`config.mk`:
```
export PLATFORM = sky130hd
export DESIGN_NAME = mma_dp
export DESIGN_NICKNAME = d
export VERILOG_FILES = /design/src/design/mma_pkg.sv /design/src/design/mma_dp.sv
export SDC_FILE = /design/constraint.sdc
export NUM_CORES = 1
export LEC_CHECK = 0
export BUFFER_PORTS_ARGS = -buffer_cell sky130_fd_sc_hd__buf_2
export CAP_MARGIN = 10
export CORE_AREA = 5 5 174 260
export CTS_CLUSTER_DIAMETER = 40
export DETAILED_ROUTE_END_ITERATION = 6
export DIE_AREA = 0 0 179 265
export HOLD_SLACK_MARGIN = 0.15
export PLACE_DENSITY_LB_ADDON = 0.05
export SYNTH_ARGS = -nofsm -noshare
export SYNTH_HDL_FRONTEND = slang
export SYNTH_SLANG_ARGS = --single-unit
```
`constraint.sdc`:
```
create_clock -name i_clk -period 8.53 [get_ports i_clk]
set_input_delay 0.4265 -clock i_clk [delete_from_list [all_inputs] [get_ports i_clk]]
set_output_delay 0.4265 -clock i_clk [all_outputs]
set_load 0.02 [all_outputs]
```
`src/design/mma_pkg.sv`:
```
// Package for the matrix multiply-accumulate block.
// Holds item structs, register indexes, mode and state codes and width helpers.
// Used by mma_dp, mma_ctrl and the top level.
package mma_pkg;

    localparam int MAX_DIM_DEF  = 64;
    localparam int RESULT_LIMIT = 64;
    localparam int VAL_W        = 16;
    localparam int IDX_W        = 6;
    localparam int DIMCFG_W     = 7;
    localparam int CFG_IDX_W    = 3;
    localparam int CFG_DATA_W   = 16;
    localparam int MUL_W        = 17;
    localparam int PROD_W       = 2 * MUL_W;
    localparam int CHUNK_W      = 16;
    localparam logic [DIMCFG_W-1:0] DRAIN_LAST = 7'd2;

    localparam logic [CFG_IDX_W-1:0] CFG_TRANSPOSE_A = 3'd0;
    localparam logic [CFG_IDX_W-1:0] CFG_TRANSPOSE_B = 3'd1;
    localparam logic [CFG_IDX_W-1:0] CFG_ROWS_M      = 3'd2;
    localparam logic [CFG_IDX_W-1:0] CFG_COLS_N      = 3'd3;
    localparam logic [CFG_IDX_W-1:0] CFG_INNER_K     = 3'd4;
    localparam logic [CFG_IDX_W-1:0] CFG_ALPHA       = 3'd5;
    localparam logic [CFG_IDX_W-1:0] CFG_BETA        = 3'd6;

    typedef enum logic [1:0] {
        MODE_LOAD_A  = 2'd0,
        MODE_LOAD_B  = 2'd1,
        MODE_LOAD_C  = 2'd2,
        MODE_COMPUTE = 2'd3
    } t_mode;

    typedef struct packed {
        t_mode                    mode;
        logic [IDX_W-1:0]         row;
        logic [IDX_W-1:0]         col;
        logic signed [VAL_W-1:0]  value;
    } t_in_item;

    typedef struct packed {
        logic [IDX_W-1:0]         out_row;
        logic [IDX_W-1:0]         out_col;
        logic signed [VAL_W-1:0]  out_value;
        logic                     last;
    } t_out_item;

    typedef enum logic [2:0] {
        OP_NONE,
        OP_MAC,
        OP_TOP,
        OP_LOW,
        OP_BETA
    } t_op;

    typedef struct packed {
        t_op  op;
        logic clr;
    } t_ctl;

    typedef enum logic [3:0] {
        S_IDLE,
        S_START,
        S_MAC,
        S_DRAIN1,
        S_TOP,
        S_LOW,
        S_BETA,
        S_DRAIN2,
        S_OUT
    } t_state;

    function automatic int dim_width(input int max_dim);
        return (max_dim > 1) ? $clog2(max_dim) : 1;
    endfunction

    function automatic int acc_width(input int max_dim);
        return 32 + dim_width(max_dim);
    endfunction

    function automatic int chunk_count(input int max_dim);
        return (acc_width(max_dim) + CHUNK_W - 1) / CHUNK_W;
    endfunction

endpackage

```
`src/design/mma_dp.sv`:
```
// Arithmetic datapath: one shared 17x17 multiplier, product accumulator,
// alpha and beta scaling and saturation. Depends on mma_pkg.
module mma_dp #(
    parameter int MAX_DIM = mma_pkg::MAX_DIM_DEF
) (
    input  logic                               i_clk,
    input  logic                               i_rst_n,
    input  mma_pkg::t_ctl                      i_ctl,
    input  logic signed [mma_pkg::VAL_W-1:0]   i_rd_a,
    input  logic signed [mma_pkg::VAL_W-1:0]   i_rd_b,
    input  logic signed [mma_pkg::VAL_W-1:0]   i_rd_c,
    input  logic signed [mma_pkg::VAL_W-1:0]   i_alpha,
    input  logic signed [mma_pkg::VAL_W-1:0]   i_beta,
    output logic signed [mma_pkg::VAL_W-1:0]   o_total
);
    import mma_pkg::*;

    localparam int ACC_W = acc_width(MAX_DIM);
    localparam int NCH   = chunk_count(MAX_DIM);
    localparam int XW    = CHUNK_W * NCH;
    localparam int LOW_W = XW - CHUNK_W;
    localparam int SC_W  = XW + VAL_W;
    localparam int HI_W  = SC_W - 16;
    localparam int BC_W  = 32;
    localparam int SUM_W = HI_W + 1;
    localparam logic signed [SUM_W-1:0] SAT_HI = SUM_W'(32767);
    localparam logic signed [SUM_W-1:0] SAT_LO = SUM_W'(-32768);

    t_op                       r_op1;
    t_op                       r_op2;
    logic signed [PROD_W-1:0]  r_prod;
    logic signed [ACC_W-1:0]   r_acc;
    logic signed [SC_W-1:0]    r_sc;
    logic signed [BC_W-1:0]    r_bc;
    logic [LOW_W-1:0]          r_sh;

    logic signed [XW-1:0]      acc_x;
    logic signed [MUL_W-1:0]   mul_a;
    logic signed [MUL_W-1:0]   mul_b;
    logic signed [PROD_W-1:0]  mul_p;
    logic signed [HI_W-1:0]    hi_term;
    logic signed [23:0]        lo_term;
    logic signed [SUM_W-1:0]   sum;

    assign acc_x = XW'(r_acc);

    always_comb begin
        mul_a = '0;
        mul_b = '0;
        case (r_op1)
            OP_MAC: begin
                mul_a = MUL_W'(i_rd_a);
                mul_b = MUL_W'(i_rd_b);
            end
            OP_TOP: begin
                mul_a = MUL_W'(i_alpha);
                mul_b = MUL_W'($signed(acc_x[XW-1 -: CHUNK_W]));
            end
            OP_LOW: begin
                mul_a = MUL_W'(i_alpha);
                mul_b = $signed({1'b0, r_sh[LOW_W-1 -: CHUNK_W]});
            end
            OP_BETA: begin
                mul_a = MUL_W'(i_beta);
                mul_b = MUL_W'(i_rd_c);
            end
            default: begin
                mul_a = '0;
                mul_b = '0;
            end
        endcase
    end

    assign mul_p = mul_a * mul_b;

    always_ff @(posedge i_clk) begin
        if (!i_rst_n) begin
            r_op1 <= OP_NONE;
            r_op2 <= OP_NONE;
        end else begin
            r_op1 <= i_ctl.op;
            r_op2 <= r_op1;
        end
    end

    always_ff @(posedge i_clk) begin
        r_prod <= mul_p;
        if (r_op1 == OP_TOP) begin
            r_sh <= acc_x[LOW_W-1:0];
        end else if (r_op1 == OP_LOW) begin
            r_sh <= r_sh << CHUNK_W;
        end
        case (r_op2)
            OP_MAC:  r_acc <= r_acc + ACC_W'(r_prod);
            OP_TOP:  r_sc  <= SC_W'(r_prod);
            OP_LOW:  r_sc  <= (r_sc <<< CHUNK_W) + SC_W'(r_prod);
            OP_BETA: r_bc  <= $signed(r_prod[BC_W-1:0]);
            default: ;
        endcase
        if (i_ctl.clr) begin
            r_acc <= '0;
        end
    end

    assign hi_term = $signed(r_sc[SC_W-1:16]);
    assign lo_term = $signed(r_bc[BC_W-1:8]);
    assign sum     = SUM_W'(hi_term) + SUM_W'(lo_term);

    always_comb begin
        if (sum > SAT_HI) begin
            o_total = 16'sh7fff;
        end else if (sum < SAT_LO) begin
            o_total = -16'sh8000;
        end else begin
            o_total = $signed(sum[VAL_W-1:0]);
        end
    end

endmodule

```
==> results.toml <==
[status]
outcome = "finished with violations"
failed_checks = "design-rule violations"

[finish]
multi_input_area_um2 = 18100
drive_gt1_share_pct = 9.07
diodes = 0
final_area_um2 = 26900
seq_area_um2 = 5170
fin_nets = 3489
nFillCells = 3732
area_growth_pct = 7.72

[hold_path]
hold_path_depth = 2
hold_class = "input pin to flop"

[grt]
grt_pass1_wl_um = 112000
grt_max_degree = 67
grtUsageTotal_pct = 30.3
gr-total-overflow = 0
first_global_vias = 20914
antenna_found_initial = 0

[drt]
drtIter0Drc = 1491
wl_um = 71400
wire_per_inst_um = 20.5
drcViolationCount = 1
viasPerCell = 5.92
ant_nets = 0
vias = 20600
dr.pass1.iters = 7

[sta]
min_period_ns = 7.99
tightest_slew_ns = 0.883
slew_headroom_pct = 41.1
skew_ns = 0.0225
rsz0062_at_grt = "no"
setup_tns_ns = 0
hold_viol = 0
finalMaxSlewViolations = 0
post-route-period-util_pct = 93.7
whs_ns = 0.259
setup_viol = 0
fmax_ghz = 0.125

[pwr]
comb_power_share_pct = 58.2
switching_share_pct = 46.9
ir_drop_mv = 0.187
p_per_area_nw_per_um2 = 205
power_w = 0.00551
internal_power_w = 0.00292
leakage_nw = 12.7
clkPwrFrac_pct = 15.7
p_sw_w = 0.00259
p_seq_share_pct = 26.2

[clocking]
cts.path.max_buffers = 2
cts.sinks = 198
cts_buffers = 17
htreeDepth = 4
clock_latency_ns = 0.47
clk_pin_slew_ns = 0.09
cts-hold-fix-buffers = 0
cts_tree = "done"
post-cts-setup-buffers = 0
cts_root_buf = "clkbuf_16"

[synth]
synth_top_area_cell = "fa_1"
ys.flop_type = "edfxtp_1"
syn_area_um2 = 25000
synthArstFlopShare_pct = 0
synth_edf_count = 120
ys_top_cells_by_count = "370 x inv_1, 315 x nor2_1, 289 x fa_1"
synthDominantCellAreaShare_pct = 23.2
synth-seq-cells = 198
yosys.cell_count.top_type = "inv_1"
netlist_top_cells_area = "fa_1 23%, edfxtp_1 14%, ha_1 11%"
ys_types = 86
synth.avg_cell_area_um2 = 8.86
ys_seq_area_share_pct = 20.7
syn_inst = 2816
yosysWarnings = 0
syn-num-nets = 3408

[worst_setup_path]
crit_top_cell = "fa_1"
critPathTopFamily = "adder cells"
slowest_stage = "dfxtp_1"
crit_arrival_ns = 8.33
worstRegToRegCells = 27
max_stage_delay_ns = 0.66
cp_num_buf_inv = 5
crit_required_ns = 8.87
crit_type = "flop to flop"
path_max_fanout = 13
critPathLaunchType = "flop"
path_depth = 27
worstSetupEndpointType = "flop"

[place]
portBuffers = 101
hpwl_um = 59800
placed_area_um2 = 26200
place.gp.congestion = 0.951

[floorplanning]
die_h_um = 265
initial_core_util_pct = 58.5
die-area_um2 = 47400
ios = 102
fp.dieW_um = 179
coreArea_um2 = 42700
rows = 93

[flow_run]
maxCapViolations = 0
## logic make-up (layout without fill, tap and decap cells)
| kind of cell | count (synthesis) | after routing | synth area share (%) |
|---|---|---|---|
| simple gates | 820 | 820 | 14.9 |
| flops | 198 | 198 | 20.7 |
| fa+ha+maj | 506 | 506 | 34.1 |
| xor+xnor | 142 | 142 | 4.98 |
| buf+inv | 461 | 555 | 7.16 |
| mux | 34 | 34 | 1.47 |
| compound gates | 655 | 655 | 16.7 |
## layout make-up
class,count,share of cell area (%)
inverter,370,5.16
multi-input combinational,2157,67.2
sequential,198,19.2
tap,570,2.65
clock inverter,15,0.810
timing repair buffer,153,3.35
clock buffer,17,1.58
## cells in the final DEF, fill, tap and decap left out, types with 77 or more instances in the layout
cell type	instances
inv_1	370
nor2_1	315
fa_1	289
nand2_1	249
ha_1	217
a21oi_1	208
o21ai_0	136
edfxtp_1	120
buf_2	101
a21o_1	90
xnor2_1	88
dfxtp_1	77
## power by group through the flow
stage	Clock, W	Sequential (W)	Combinational (W)
final	0.000863	0.00144	0.00321
after detailed placement	0	0.00146	0.00317
after CTS	0.000878	0.00144	0.00320
after global placement	0	0.00146	0.00310
after floorplan	0	0.00131	0.00247
after global routing	0.000912	0.00144	0.00360
## per-layer routing
layer	wire length, um	track usage [%]	up-vias
met2	36800	53.8	635
met1	27700	36.5	10130
met3	3220	3.34	181
li1	-	-	9654
met4	3650	14.0	0
met5	0	0	-
## state kept, by name (all words and copies together) (netlist names)
signal  flops
r_sh       32
r_prod     34
r_acc      38
r_op2       3
r_bc       24
r_op1       3
r_sc       64
## stage by stage
step | worst slack, ns | std cells | util, %
2_1_floorplan | 0.0164 | 2816 | -
3_3_place_gp | 0.473 | 3448 | 61.4
3_5_place_dp | 0.304 | 3448 | 61.4
4_1_cts | 0.286 | 3480 | 62.9
5_1_grt | 0.0146 | 3480 | 63.0
6_report | 0.538 | 3480 | 63.0
## path summary, 6_finish.rpt
check / start / end / slack (ns)
min reg2reg: r_prod[6]$_DFF_P_ / r_sc[6]$_DFFE_PP_ / 0.46
min: i_ctl[3] / r_op1[2]$_SDFF_PN0_ / 0.26
max: r_op1[2]$_SDFF_PN0_ / r_prod[32]$_DFF_P_ / 0.54
max reg2reg: r_op1[2]$_SDFF_PN0_ / r_prod[32]$_DFF_P_ / 0.54
## repair_timing
| item | 4_1_cts | 5_1_grt |
|---|---|---|
| setup endpoints to repair | 0 | 3 |
| resized for setup | 0 | 5 |
| hold endpoints to repair | 0 | 0 |
Power figures use the tool's default switching activity.
