**src/design/mma_pkg.sv**
```systemverilog
// Package for the matrix multiply-accumulate block.
// Holds item structs, register indexes, mode and state codes and width helpers.
// Used by mma_dp, mma_ctrl and the top level.
package mma_pkg;

    localparam int MAX_DIM_DEF  = 64;
    localparam int RESULT_LIMIT = 64;
    localparam int VAL_W        = 16;
    localparam int IDX_W        = 6;
    localparam int DIMCFG_W     = 7;
    localparam int CFG_IDX_W    = 3;
    localparam int CFG_DATA_W   = 16;
    localparam int MUL_W        = 17;
    localparam int PROD_W       = 2 * MUL_W;
    localparam int CHUNK_W      = 16;
    localparam logic [DIMCFG_W-1:0] DRAIN_LAST = 7'd2;

    localparam logic [CFG_IDX_W-1:0] CFG_TRANSPOSE_A = 3'd0;
    localparam logic [CFG_IDX_W-1:0] CFG_TRANSPOSE_B = 3'd1;
    localparam logic [CFG_IDX_W-1:0] CFG_ROWS_M      = 3'd2;
    localparam logic [CFG_IDX_W-1:0] CFG_COLS_N      = 3'd3;
    localparam logic [CFG_IDX_W-1:0] CFG_INNER_K     = 3'd4;
    localparam logic [CFG_IDX_W-1:0] CFG_ALPHA       = 3'd5;
    localparam logic [CFG_IDX_W-1:0] CFG_BETA        = 3'd6;

    typedef enum logic [1:0] {
        MODE_LOAD_A  = 2'd0,
        MODE_LOAD_B  = 2'd1,
        MODE_LOAD_C  = 2'd2,
        MODE_COMPUTE = 2'd3
    } t_mode;

    typedef struct packed {
        t_mode                    mode;
        logic [IDX_W-1:0]         row;
        logic [IDX_W-1:0]         col;
        logic signed [VAL_W-1:0]  value;
    } t_in_item;

    typedef struct packed {
        logic [IDX_W-1:0]         out_row;
        logic [IDX_W-1:0]         out_col;
        logic signed [VAL_W-1:0]  out_value;
        logic                     last;
    } t_out_item;

    typedef enum logic [2:0] {
        OP_NONE,
        OP_MAC,
        OP_TOP,
        OP_LOW,
        OP_BETA
    } t_op;

    typedef struct packed {
        t_op  op;
        logic clr;
    } t_ctl;

    typedef enum logic [3:0] {
        S_IDLE,
        S_START,
        S_MAC,
        S_DRAIN1,
        S_TOP,
        S_LOW,
        S_BETA,
        S_DRAIN2,
        S_OUT
    } t_state;

    function automatic int dim_width(input int max_dim);
        return (max_dim > 1) ? $clog2(max_dim) : 1;
    endfunction

    function automatic int acc_width(input int max_dim);
        return 32 + dim_width(max_dim);
    endfunction

    function automatic int chunk_count(input int max_dim);
        return (acc_width(max_dim) + CHUNK_W - 1) / CHUNK_W;
    endfunction

endpackage

```
**src/design/mma_ctrl.sv**
```systemverilog
// Sequencer: takes input items, issues store writes, read addresses and
// multiplier operations, and emits one result item per column. Depends on mma_pkg.
module mma_ctrl #(
    parameter int MAX_DIM = mma_pkg::MAX_DIM_DEF
) (
    input  logic                                          i_clk,
    input  logic                                          i_rst_n,
    input  logic                                          i_in_valid,
    input  mma_pkg::t_in_item                             i_in_data,
    output logic                                          o_in_stall,
    input  logic                                          i_transpose_a,
    input  logic                                          i_transpose_b,
    input  logic [mma_pkg::DIMCFG_W-1:0]                  i_rows_m,
    input  logic [mma_pkg::DIMCFG_W-1:0]                  i_cols_n,
    input  logic [mma_pkg::DIMCFG_W-1:0]                  i_inner_k,
    input  logic                                          i_out_free,
    input  logic signed [mma_pkg::VAL_W-1:0]              i_total,
    output mma_pkg::t_ctl                                 o_ctl,
    output logic [2*mma_pkg::dim_width(MAX_DIM)-1:0]      o_raddr_a,
    output logic [2*mma_pkg::dim_width(MAX_DIM)-1:0]      o_raddr_b,
    output logic [2*mma_pkg::dim_width(MAX_DIM)-1:0]      o_raddr_c,
    output logic                                          o_we_a,
    output logic                                          o_we_b,
    output logic                                          o_we_c,
    output logic [2*mma_pkg::dim_width(MAX_DIM)-1:0]      o_waddr,
    output logic signed [mma_pkg::VAL_W-1:0]              o_wdata,
    output logic                                          o_emit,
    output mma_pkg::t_out_item                            o_out_item
);
    import mma_pkg::*;

    localparam int DIM_W = dim_width(MAX_DIM);
    localparam int NCH   = chunk_count(MAX_DIM);
    localparam int LIM_N = (MAX_DIM < RESULT_LIMIT) ? MAX_DIM : RESULT_LIMIT;

    t_state                r_state, n_state;
    logic [IDX_W-1:0]      r_i, n_i;
    logic [IDX_W-1:0]      r_j, n_j;
    logic [DIMCFG_W-1:0]   r_t, n_t;
    logic [DIMCFG_W-1:0]   r_n, n_n;
    logic [DIMCFG_W-1:0]   r_k, n_k;

    logic [DIMCFG_W-1:0]   m_lim;
    logic [DIMCFG_W-1:0]   n_lim;
    logic [DIMCFG_W-1:0]   k_lim;
    logic                  in_range;
    logic                  last_col;

    assign m_lim = (int'(i_rows_m) > MAX_DIM) ? DIMCFG_W'(MAX_DIM) : i_rows_m;
    assign n_lim = (int'(i_cols_n) > LIM_N) ? DIMCFG_W'(LIM_N) : i_cols_n;
    assign k_lim = (int'(i_inner_k) > MAX_DIM) ? DIMCFG_W'(MAX_DIM) : i_inner_k;
    assign in_range = (int'(i_in_data.row) < MAX_DIM) && (int'(i_in_data.col) < MAX_DIM);
    assign last_col = ((DIMCFG_W'(r_j) + 7'd1) == r_n);

    assign o_in_stall = (r_state != S_IDLE);
    assign o_raddr_a  = i_transpose_a ? {DIM_W'(r_t), DIM_W'(r_i)} : {DIM_W'(r_i), DIM_W'(r_t)};
    assign o_raddr_b  = i_transpose_b ? {DIM_W'(r_j), DIM_W'(r_t)} : {DIM_W'(r_t), DIM_W'(r_j)};
    assign o_raddr_c  = {DIM_W'(r_i), DIM_W'(r_j)};
    assign o_out_item = '{out_row: r_i, out_col: r_j, out_value: i_total, last: last_col};

    always_ff @(posedge i_clk) begin
        if (!i_rst_n) begin
            r_state <= S_IDLE;
            r_i     <= '0;
            r_j     <= '0;
            r_t     <= '0;
            r_n     <= '0;
            r_k     <= '0;
        end else begin
            r_state <= n_state;
            r_i     <= n_i;
            r_j     <= n_j;
            r_t     <= n_t;
            r_n     <= n_n;
            r_k     <= n_k;
        end
    end

    always_comb begin
        n_state = r_state;
        n_i     = r_i;
        n_j     = r_j;
        n_t     = r_t;
        n_n     = r_n;
        n_k     = r_k;
        o_ctl   = '{op: OP_NONE, clr: 1'b0};
        o_we_a  = 1'b0;
        o_we_b  = 1'b0;
        o_we_c  = 1'b0;
        o_waddr = {DIM_W'(i_in_data.row), DIM_W'(i_in_data.col)};
        o_wdata = i_in_data.value;
        o_emit  = 1'b0;
        case (r_state)
            S_IDLE: begin
                if (i_in_valid) begin
                    case (i_in_data.mode)
                        MODE_LOAD_A: o_we_a = in_range;
                        MODE_LOAD_B: o_we_b = in_range;
                        MODE_LOAD_C: o_we_c = in_range;
                        MODE_COMPUTE: begin
                            if (({1'b0, i_in_data.row} < m_lim) && (n_lim != '0)) begin
                                n_i     = i_in_data.row;
                                n_j     = '0;
                                n_n     = n_lim;
                                n_k     = k_lim;
                                n_state = S_START;
                            end
                        end
                        default: ;
                    endcase
                end
            end
            S_START: begin
                o_ctl.clr = 1'b1;
                n_t       = '0;
                n_state   = (r_k == '0) ? S_DRAIN1 : S_MAC;
            end
            S_MAC: begin
                o_ctl.op = OP_MAC;
                if ((r_t + 7'd1) == r_k) begin
                    n_t     = '0;
                    n_state = S_DRAIN1;
                end else begin
                    n_t = r_t + 7'd1;
                end
            end
            S_DRAIN1: begin
                if (r_t == DRAIN_LAST) begin
                    n_t     = '0;
                    n_state = S_TOP;
                end else begin
                    n_t = r_t + 7'd1;
                end
            end
            S_TOP: begin
                o_ctl.op = OP_TOP;
                n_t      = '0;
                n_state  = S_LOW;
            end
            S_LOW: begin
                o_ctl.op = OP_LOW;
                if (r_t == DIMCFG_W'(NCH - 2)) begin
                    n_t     = '0;
                    n_state = S_BETA;
                end else begin
                    n_t = r_t + 7'd1;
                end
            end
            S_BETA: begin
                o_ctl.op = OP_BETA;
                n_t      = '0;
                n_state  = S_DRAIN2;
            end
            S_DRAIN2: begin
                if (r_t == DRAIN_LAST) begin
                    n_t     = '0;
                    n_state = S_OUT;
                end else begin
                    n_t = r_t + 7'd1;
                end
            end
            S_OUT: begin
                o_waddr = {DIM_W'(r_i), DIM_W'(r_j)};
                o_wdata = i_total;
                if (i_out_free) begin
                    o_emit = 1'b1;
                    o_we_c = 1'b1;
                    if (last_col) begin
                        n_state = S_IDLE;
                    end else begin
                        n_j     = r_j + 6'd1;
                        n_state = S_START;
                    end
                end
            end
            default: n_state = S_IDLE;
        endcase
    end

endmodule

```
**config.mk**
```make
export PLATFORM = sky130hd
export DESIGN_NAME = mma_ctrl
export DESIGN_NICKNAME = d
export VERILOG_FILES = /design/src/design/mma_pkg.sv /design/src/design/mma_ctrl.sv
export SDC_FILE = /design/constraint.sdc
export NUM_CORES = 1
export LEC_CHECK = 0
export ABC_AREA = 1
export BUFFER_PORTS_ARGS = -buffer_cell sky130_fd_sc_hd__buf_2
export CAP_MARGIN = 0
export CORE_ASPECT_RATIO = 0.8
export CORE_MARGIN = 2
export CORE_UTILIZATION = 47
export DETAILED_ROUTE_END_ITERATION = 16
export PLACE_DENSITY = 0.8
export REMOVE_ABC_BUFFERS = 1
export SLEW_MARGIN = 30
export SYNTH_ARGS = -nofsm -noshare
export SYNTH_HDL_FRONTEND = slang
export SYNTH_SLANG_ARGS = --single-unit
```
**constraint.sdc**
```tcl
create_clock -name i_clk -period 2.9 [get_ports i_clk]
set_input_delay 0.435 -clock i_clk [delete_from_list [all_inputs] [get_ports i_clk]]
set_output_delay 0.435 -clock i_clk [all_outputs]
set_load 0.005 [all_outputs]
```
==> results of run 1 <==
-- registers in the layout, indices dropped and copies added, names as in the netlist --
| register | flops |
|---|---|
| r_k | 7 |
| r_n | 7 |
| r_t | 7 |
| r_i | 6 |
| r_j | 6 |
| r_state | 4 |
-- report_power, final --
group	total [mW]	switching (mW)	leakage, nW	internal, mW
Combinational	1.40	0.867	1.95	0.533
Sequential	0.696	0.117	0.301	0.579
Clock	0.374	0.206	0.0450	0.167
-- placed cells by master, fill, tap and decap left out, drive strengths merged, types with 2 or more instances in the layout --
cell type  count
a211oi         2
nor3           4
o21ai         44
nand3b         2
clkinv         2
a21oi         29
nor4           3
nor3b          6
nand3         30
nand4         20
clkbuf         6
inv           66
nand2        215
nor2          56
dfxtp         37
o22ai          2
ha             9
buf          181
-- worst max path at each step --
stage,start,endpoint,slack [ns],depth (start not counted)
after floorplan,i_rows_m[0],r_n[1],0.19,15
after global routing,i_rows_m[0],r_j[2],-0.02,18
after detailed placement,i_rows_m[0],r_n[5],-0.11,16
after CTS,i_rows_m[0],r_n[5],0.18,16
final,i_rows_m[0],r_state[1],0.22,19
after global placement,i_rows_m[0],r_n[5],-0.02,16
-- repair_timing --
item	in CTS	in global routing
setup endpoints to repair	0	19
hold endpoints to repair	0	0
resized for setup	0	3
-- critical path, delay by kind of cell --
family          cells  cell delay, ns
compound gates      2            0.41
fa+ha+maj           1            0.30
buf+inv             2            0.21
simple gates       14            1.54
-- per-stage QoR --
stage / util (%) / hold slack (ns) / instance area, um^2 / TNS, ns
floorplan: - / 0.453 / 3080 / 0
global placement: 59.2 / 0.470 / 4120 / -0.0486
detailed placement: 59.2 / 0.472 / 4120 / -1.26
CTS: 60.4 / 0.394 / 4210 / 0
global route: 60.8 / 0.401 / 4230 / -0.0404
finish: 60.8 / 0.397 / 4230 / 0
-- logic make-up (layout without fill, tap and decap cells) --
family                   Yosys count  after routing  synth area share (%)
flip-flops                        37             37                  21.7
AND/OR/NAND/NOR                  338            339                  45.5
buffers and inverters            116            255                  17.2
AO/OA/AOI/OAI                     79             79                  12.3
adder cells (fa/ha/maj)            9              9                  3.29
-- layout make-up --
class                   count  area share [%]
inverters                  66            5.86
flip-flops and latches     37            17.5
clock buffers               6            1.72
multi-input cells         427            50.0
well taps                  87            2.57
repair buffers            181            22.1
clock inverters             2           0.237
-- synthesized netlist by cell type, types with 2 or more instances --
master	number	area (um^2)
sky130_fd_sc_hd__nand2_1	202	758
sky130_fd_sc_hd__dfxtp_1	37	741
sky130_fd_sc_hd__a21oi_1	29	145
sky130_fd_sc_hd__nor3b_1	3	22.5
sky130_fd_sc_hd__ha_1	9	113
sky130_fd_sc_hd__nor4_1	3	18.8
sky130_fd_sc_hd__o21ai_2	2	17.5
sky130_fd_sc_hd__nand3_2	5	50.1
sky130_fd_sc_hd__clkbuf_1	9	33.8
sky130_fd_sc_hd__nor2_1	47	176
sky130_fd_sc_hd__nor2_2	5	31.3
sky130_fd_sc_hd__buf_6	3	33.8
sky130_fd_sc_hd__nor2_4	4	45.0
sky130_fd_sc_hd__buf_4	34	255
sky130_fd_sc_hd__nand3_4	2	35.0
sky130_fd_sc_hd__inv_2	7	26.3
sky130_fd_sc_hd__nand2_2	13	81.3
sky130_fd_sc_hd__nand3_1	22	110
sky130_fd_sc_hd__o21ai_0	42	210
sky130_fd_sc_hd__o22ai_1	2	12.5
sky130_fd_sc_hd__inv_1	59	221
sky130_fd_sc_hd__nor3_1	4	20.0
sky130_fd_sc_hd__buf_2	3	15.0
sky130_fd_sc_hd__nand4_1	19	119
sky130_fd_sc_hd__nor3b_2	3	37.5
-- layer usage --
| layer | vias to the layer above | GRT usage [%] | wire [um] | part of all wire, % |
|---|---|---|---|---|
| met4 | 0 | 8.36 | 227 | 2.0 |
| met2 | 191 | 41.9 | 5120 | 46 |
| met3 | 21 | 3.74 | 822 | 7.4 |
| li1 | 2092 | - | - | - |
| met5 | - | 0 | 0 | 0 |
| met1 | 1861 | 35.2 | 4990 | 45 |
==> results.toml, run 1 <==
[finish]
layoutNonFillerInstCount = 806
nets_final = 800
syn2layout_area_growth_pct = 23.6
sequential_cell_area_um2 = 741
filler_cell_count = 678
final_layout_size_suffix_gt1_share_pct = 32.8
n_antenna_cell = 0
area_of_combinational_cells_with_multiple_inputs_um2 = 2110

[placement]
port_buffers = 174
dpl_worst_slack_ns = -0.108
place_hpwl_mm = 8.77
placed_cells_incl_taps = 797
place_congestion = 0.929

[timing]
actual_slew_at_the_worst_max_slew_pin_ns = 0.739
final-max-slew-violation-count = 0
final_critical_path_setup_slack_ns = 0.217
timing.final.setup_violations = 0
final_min_period_over_clock_period_pct = 92.5
clock_skew_ns = 0.0134
report.final.hold_viol_count = 0
fmaxAchievable_mhz = 373
maxSlewHeadroom_pct = 50.7
finalCriticalPeriod_ns = 2.68

[worst_setup_path]
critical_path.max_fanout = 7
crit_path_cell_trace = "buf_2 -> or4_1 -> o31ai_2 -> nand2_1 -> ha_1 -> a21oi_1 -> nand2_1 -> nand2_1 -> nand2_1 -> nand2_1 -> nand2_1 -> nand2_2 -> nand2_1 -> nand2_2 -> buf_12 -> nand3_4 -> nand2_1 -> nand2_1 -> nor2_1"
cp.arrival_ns = 2.91
r2r-end = "r_t[4]"
timing.setup.critical_path_class = "in2reg"
crit_path_max_incr_delay_ns = 0.54
reg2reg_depth = 11
regToRegStartpoint = "r_t[0]"
most_frequent_cp_cell = "sky130_fd_sc_hd__nand2_1"
critical_path_required_ns = 3.12
critical_path.startpoint_type = "input pin"
worst-r2r-setup-slack_ns = 0.76
cp-end-kind = "register"
critical_path.slowest_cell = "sky130_fd_sc_hd__or4_1"

[detailed_routing]
route.detailed.drc = 0
wire_per_inst_um = 13.9
post_drt_via_cell_ratio = 5.17
routed-via-count = 4165
drt-total-wl_mm = 11.2
drtIter0Drc = 271
drtAntennaViolNets = 0
drt_pass1_iterations = 5

[pwr]
maximum_vdd_ir_drop_uv = 294
pwr_density_nw_per_um2 = 584
p_total_mw = 2.47
p_leak_nw = 2.30

[grt]
grt_pass1_wl_mm = 16.7
grt_start_max_net_pins = 41
grt_antenna_before_repair = 0
grt-ovfl-total = 0
grt.total_usage_pct = 25.8
grt_pass1_vias = 3630

[synthesis]
synth_cells = 579
ys.warnings.count = 0
avgSynthCellArea_um2 = 5.91
synth.lib_cells_used.distinct = 36
postSynth.topFlopCell = "sky130_fd_sc_hd__dfxtp_1"
synth_edf_count = 0
synth-seq-area-share_pct = 21.7
synthesis.area_um2 = 3420
ys_ff_latch = 37
synth-async-reset-ratio_pct = 0

[worst_hold_path]
holdPathEnd = "r_n[3]"
worst_hold_startpoint = "i_cols_n[3]"
holdCritPathClass = "in2reg"
hold-path-cell-count = 3

[clocking]
clock_pin_slew_on_the_worst_setup_and_hold_paths_ns = 0.09
cts_hold_buf = 0
insertion_delay_ns = 0.30
ctsHtreeMaxLevel = 2
cts.sink_count = 37
clock_tree.root_cell = "sky130_fd_sc_hd__clkbuf_8"
postCtsSetupRepairBufs = 0
cts_tree = "built"
cts_inserted_buffers = 5
clk_path_buf_depth = 2

[die]
die-area_um2 = 7980
row_count = 27
chipWidth_um = 99.4
core_um2 = 6960
die_h_um = 80.3
initial_utilization_pct = 49.1
io_pins = 175

[status]
run_status = "finished, final reports clean"

[run]
max_cap_violations = 0
No activity file was read; power rests on OpenSTA's default activity.
==> inputs of run 2 (changes only) <==
- CORE_UTILIZATION: 47 -> 42
- PLACE_DENSITY: 0.8 -> 0.76
- clock period: 2.9 -> 2.2 ns (I/O delays scaled with it)
==> results.toml, run 2 (synthesized netlist as in run 1, its figures left out) <==
[status]
run_status = "complete, but fails checks"
violated_checks = "negative setup slack"

[timing]
rsz0062_at_grt = "true"
clock_skew_ns = 0.00181
final-max-slew-violation-count = 0
final_min_period_over_clock_period_pct = 112
final_critical_path_setup_slack_ns = -0.274
finalCriticalPeriod_ns = 2.47
timing.final.setup_violations = 30
fin_setup_tns_ns = -6.34
report.final.hold_viol_count = 0
actual_slew_at_the_worst_max_slew_pin_ns = 0.903
maxSlewHeadroom_pct = 39.7
fmaxAchievable_mhz = 404

[clocking]
cts_tree = "built"
cts_inserted_buffers = 5
cts_hold_buf = 0
ctsHtreeMaxLevel = 2
cts.sink_count = 37
clock_pin_slew_on_the_worst_setup_and_hold_paths_ns = 0.07
clock_tree.root_cell = "sky130_fd_sc_hd__clkbuf_8"
insertion_delay_ns = 0.29
clk_path_buf_depth = 2

[worst_setup_path]
critical_path.startpoint_type = "input pin"
crit_path_cell_trace = "buf_6 -> or4_4 -> o31ai_4 -> nand2_2 -> ha_4 -> a21oi_2 -> nand2_1 -> nand2_1 -> nand2_1 -> nand2_1 -> nand2_2 -> nand2_4 -> buf_6 -> nand3_4 -> nor2_4 -> buf_4 -> a211oi_2"
r2r-end = "r_t[4]"
critical_path_required_ns = 2.34
critical_path.max_fanout = 4
reg2reg_depth = 11
cp-end-kind = "register"
worst-r2r-setup-slack_ns = 0.25
startpoint = "i_rows_m[0]"
crit_path_max_incr_delay_ns = 0.54
most_frequent_cp_cell = "sky130_fd_sc_hd__nand2_1"
timing.setup.critical_path_class = "in2reg"
regToRegStartpoint = "r_t[0]"
cp.arrival_ns = 2.61
critical_path.slowest_cell = "sky130_fd_sc_hd__or4_4"

[detailed_routing]
wire_per_inst_um = 14.6
routed-via-count = 4289
drtIter0Drc = 272
route.detailed.drc = 0
drt-total-wl_mm = 12.3
drtAntennaViolNets = 0
post_drt_via_cell_ratio = 5.09
drt_pass1_iterations = 5

[pwr]
p_leak_nw = 2.43
maximum_vdd_ir_drop_uv = 345
p_total_mw = 3.55
pwr_density_nw_per_um2 = 763

[grt]
grt-ovfl-total = 0
grt_start_max_net_pins = 41
grt_antenna_before_repair = 0
grt.total_usage_pct = 26.5
grt_pass1_vias = 3915
grt_pass1_wl_mm = 18.9

[finish]
final_common_cell = "sky130_fd_sc_hd__nand2_1"
final_layout_size_suffix_gt1_share_pct = 40.3
biggestRegsByFlops = "r_k (7), r_n (7), r_t (7)"
syn2layout_area_growth_pct = 36.0
layout_common_cells = "189 x sky130_fd_sc_hd__nand2_1, 173 x sky130_fd_sc_hd__buf_2, 58 x sky130_fd_sc_hd__inv_1"
nets_final = 817
layoutNonFillerInstCount = 843
n_antenna_cell = 0

[placement]
place_congestion = 0.909
place_hpwl_mm = 9.48
placed_cells_incl_taps = 830
dpl_worst_slack_ns = -0.791
port_buffers = 174

[worst_hold_path]
worst_hold_startpoint = "i_inner_k[2]"
holdPathEnd = "r_k[2]"
holdCritPathClass = "in2reg"
hold-path-cell-count = 3

[die]
initial_utilization_pct = 43.2
chipWidth_um = 105
io_pins = 175
core_um2 = 7910
row_count = 29
die-area_um2 = 8880
die_h_um = 84.7

[run]
max_cap_violations = 0
[run 2: changes by cell type in the layout (fill, tap and decap cells not counted), moves of 7 or more]
cell | previous run | this run
sky130_fd_sc_hd__a21oi_1 | 29 | 18
sky130_fd_sc_hd__nand2_2 | 14 | 22
sky130_fd_sc_hd__buf_4 | 6 | 15
sky130_fd_sc_hd__buf_6 | 0 | 7
sky130_fd_sc_hd__a21oi_2 | 0 | 10
sky130_fd_sc_hd__nand2_1 | 201 | 189
[run 2: per-layer routing]
metal | track usage, % | share of wire, %
met1 | 32.7 | 41
met2 | 47.2 | 49
met3 | 3.88 | 6.8
met4 | 8.97 | 2.7
met5 | 0 | 0
[run 2: layout make-up]
cell class              instances  area, um^2
flip-flops and latches         37         744
fillers                       821        3260
inverters                      66         250
well taps                     108         135
repair buffers                198        1120
multi-input cells             427        2320
clock buffers                   7        86.3
[run 2: per-stage QoR]
step                hold WS (ns)  instance area [um^2]  utilization (%)
global route               0.292                  4650             58.8
detailed placement         0.479                  4230             53.4
floorplan                  0.450                  3080                -
CTS                        0.286                  4470             56.5
finish                     0.289                  4650             58.8
global placement           0.480                  4230             53.4
[run 2: what timing repair did]
action / CTS / global route
gates resized for setup: 30 / 44
cloned: 1 / 1
endpoints found under the setup margin: 31 / 59
pin swaps: 7 / 14
buffers inserted: 2 / 2
[run 2: power by group]
group          switching, mW  internal [mW]
Clock                  0.243          0.249
Sequential             0.132          0.766
Combinational           1.32          0.836
Total                   1.70           1.85
[run 2: how the worst max path moves through the flow]
stage	endpoint	slack, ns	cells past startpoint
finish	r_n[6]	-0.27	17
global route	r_state[3]	-0.43	21
CTS	r_k[2]	-0.24	19
detailed placement	r_j[3]	-0.79	18
global placement	r_j[2]	-0.61	18
floorplan	r_n[1]	-0.41	15
[run 2: worst max-delay path, delay by kind of cell]
family	cells	cell delay, ns
simple gates	10	1.32
compound gates	3	0.38
fa+ha+maj	1	0.23
buf+inv	3	0.34
==> inputs of run 3 (changes only) <==
--- a/config.mk
+++ b/config.mk
@@ -9,5 +9,5 @@
 export BUFFER_PORTS_ARGS = -buffer_cell sky130_fd_sc_hd__buf_2
 export CAP_MARGIN = 0
-export CORE_ASPECT_RATIO = 0.8
+export CORE_ASPECT_RATIO = 1.1
 export CORE_MARGIN = 2
 export CORE_UTILIZATION = 42
==> constraint.sdc (replaced) <==
create_clock -name i_clk -period 2.2 [get_ports i_clk]
set_input_delay 0.33 -clock i_clk [delete_from_list [all_inputs] [get_ports i_clk]]
set_output_delay 0.33 -clock i_clk [all_outputs]
set_load 0.01 [all_outputs]
==> results.toml, run 3 (synthesized netlist as in run 1, its figures left out) <==
[worst_setup_path]
worst-r2r-setup-slack_ns = 0.22
worst-path-buf-inv = 2
critical_path.startpoint_type = "input pin"
r2r-end = "r_t[1]"
timing.setup.critical_path_class = "in2reg"
critical_path.max_fanout = 6
crit_path_cell_trace = "buf_6 -> or4_4 -> o31ai_4 -> nand2_1 -> ha_1 -> a21oi_1 -> nand2_1 -> nand2_1 -> nand2_1 -> nand2_2 -> nand3_4 -> buf_12 -> nor2_4 -> nand2_1 -> a21oi_1"
critical_path.slowest_cell = "sky130_fd_sc_hd__or4_4"
cp.arrival_ns = 2.60
timing.critical_path.max_delay_family = "simple AND/OR/NAND/NOR gates"
cp-end-kind = "register"
regToRegStartpoint = "r_t[0]"
crit_path_max_incr_delay_ns = 0.53
critical_path_required_ns = 2.41
most_frequent_cp_cell = "sky130_fd_sc_hd__nand2_1"
reg2reg_depth = 11

[clocking]
cts_hold_buf = 0
cts.sink_count = 37
cts_tree = "built"
clk_path_buf_depth = 2
clock_pin_slew_on_the_worst_setup_and_hold_paths_ns = 0.08
ctsHtreeMaxLevel = 2
clock_tree.root_cell = "sky130_fd_sc_hd__clkbuf_8"
insertion_delay_ns = 0.29
cts_inserted_buffers = 5

[die]
io_pins = 175
die_h_um = 98.6
chipWidth_um = 90.0
die-area_um2 = 8880
row_count = 34
initial_utilization_pct = 43.2
core_um2 = 7910

[status]
run_status = "complete, but fails checks"
violated_checks = "negative setup slack"

[timing]
report.final.hold_viol_count = 0
finalHoldWorstSlack_ns = 0.291
finalCriticalPeriod_ns = 2.39
final-max-slew-violation-count = 0
clock_skew_ns = 0.00605
actual_slew_at_the_worst_max_slew_pin_ns = 0.829
final_critical_path_setup_slack_ns = -0.186
rsz0062_at_grt = "true"
final_min_period_over_clock_period_pct = 108
timing.final.setup_violations = 30
fmaxAchievable_mhz = 419
maxSlewHeadroom_pct = 44.7

[detailed_routing]
routed-via-count = 4201
wire_per_inst_um = 13.2
drt-total-wl_mm = 11.1
drt_pass1_iterations = 6
drtIter0Drc = 266
route.detailed.drc = 0
post_drt_via_cell_ratio = 4.99
drtAntennaViolNets = 0

[finish]
biggestRegsByFlops = "r_k (7), r_n (7), r_t (7)"
layout_common_cells = "193 x sky130_fd_sc_hd__nand2_1, 172 x sky130_fd_sc_hd__buf_2, 57 x sky130_fd_sc_hd__inv_1"
filler_cell_count = 796
final_layout_size_suffix_gt1_share_pct = 37.7
n_antenna_cell = 0
final_common_cell = "sky130_fd_sc_hd__nand2_1"
nets_final = 815
syn2layout_area_growth_pct = 31.9

[pwr]
p_int_mw = 1.81
power.switching_mw = 1.75
clock_power_share_pct = 13.8
power.sequential.fraction_pct = 24.8
pwr_density_nw_per_um2 = 789
p_total_mw = 3.56
switching_share_pct = 49.1
p_leak_nw = 2.40
comb_power_share_pct = 61.4
maximum_vdd_ir_drop_uv = 384

[placement]
port_buffers = 174
place_hpwl_mm = 8.63
place_congestion = 0.991

[run]
max_cap_violations = 0

[worst_hold_path]
worst_hold_startpoint = "i_cols_n[4]"
hold-path-cell-count = 3
holdCritPathClass = "in2reg"
holdPathEnd = "r_n[4]"

[grt]
grt.total_usage_pct = 24.0
grt_start_max_net_pins = 41
grt_antenna_before_repair = 0
grt-ovfl-total = 0
grt_pass1_wl_mm = 17.8
grt_pass1_vias = 3896
==> run 3: power by group through the flow <==
stage | clock [mW] | sequential [mW] | combinational (mW)
floorplan | 0 | 0.924 | 1.20
global placement | 0 | 0.890 | 1.99
detailed placement | 0 | 0.893 | 2.03
CTS | 0.489 | 0.879 | 2.08
global route | 0.516 | 0.893 | 2.44
finish | 0.492 | 0.881 | 2.19
==> run 3: repair_timing <==
item / in CTS / in global routing
hold endpoints to repair: 0 / 0
setup buffers: 1 / 4
gates resized for setup: 13 / 30
pin swaps: 4 / 10
setup endpoints to repair: 31 / 59
cloned: 1 / 0
==> run 3: worst register-to-register path, delay by kind of cell (launching register included) <==
kind	cells	cell delay (ns)
AND/OR/NAND/NOR	7	0.83
buffers and inverters	2	0.16
adder cells (fa/ha/maj)	1	0.31
AO/OA/AOI/OAI	1	0.07
flip-flops	1	0.45
==> run 3: layer usage <==
| metal | vias up | GRT usage, % | part of all wire, % |
|---|---|---|---|
| met5 | - | 0 | 0 |
| met4 | 0 | 6.63 | 1.3 |
| met3 | 13 | 2.98 | 6.1 |
| met2 | 190 | 42.0 | 48 |
| met1 | 1871 | 31.2 | 44 |
| li1 | 2127 | - | - |
==> run 3: cell type report <==
class	count	area, um^2	share of cell area [%]
inverter	66	250	5.55
clock inverter	3	17.5	0.388
tap	108	135	3.00
sequential	37	749	16.6
timing repair buffer	197	1090	24.1
multi-input combinational	426	2200	48.8
clock buffer	5	68.8	1.53
==> run 3: worst max-delay path by stage <==
stage / startpoint / endpoint / cells past startpoint
floorplan: i_rows_m[0] / r_n[1] / 15
global placement: i_rows_m[0] / r_state[3] / 18
detailed placement: i_rows_m[0] / r_k[5] / 17
CTS: i_rows_m[0] / r_state[0] / 19
global route: i_rows_m[0] / r_state[0] / 17
finish: i_rows_m[0] / r_k[0] / 15
==> run 3: metrics by stage <==
| step | setup WS (ns) | TNS (ns) | cell area [um^2] | instances | util, % |
|---|---|---|---|---|---|
| floorplan | -0.406 | -10.50 | 3080 | 529 | - |
| global placement | -0.560 | -15.96 | 4240 | 830 | 53.6 |
| detailed placement | -0.659 | -17.97 | 4240 | 830 | 53.6 |
| CTS | -0.212 | -5.06 | 4420 | 840 | 55.9 |
| global route | -0.314 | -7.90 | 4510 | 842 | 57.0 |
| finish | -0.186 | -3.59 | 4510 | 842 | 57.0 |
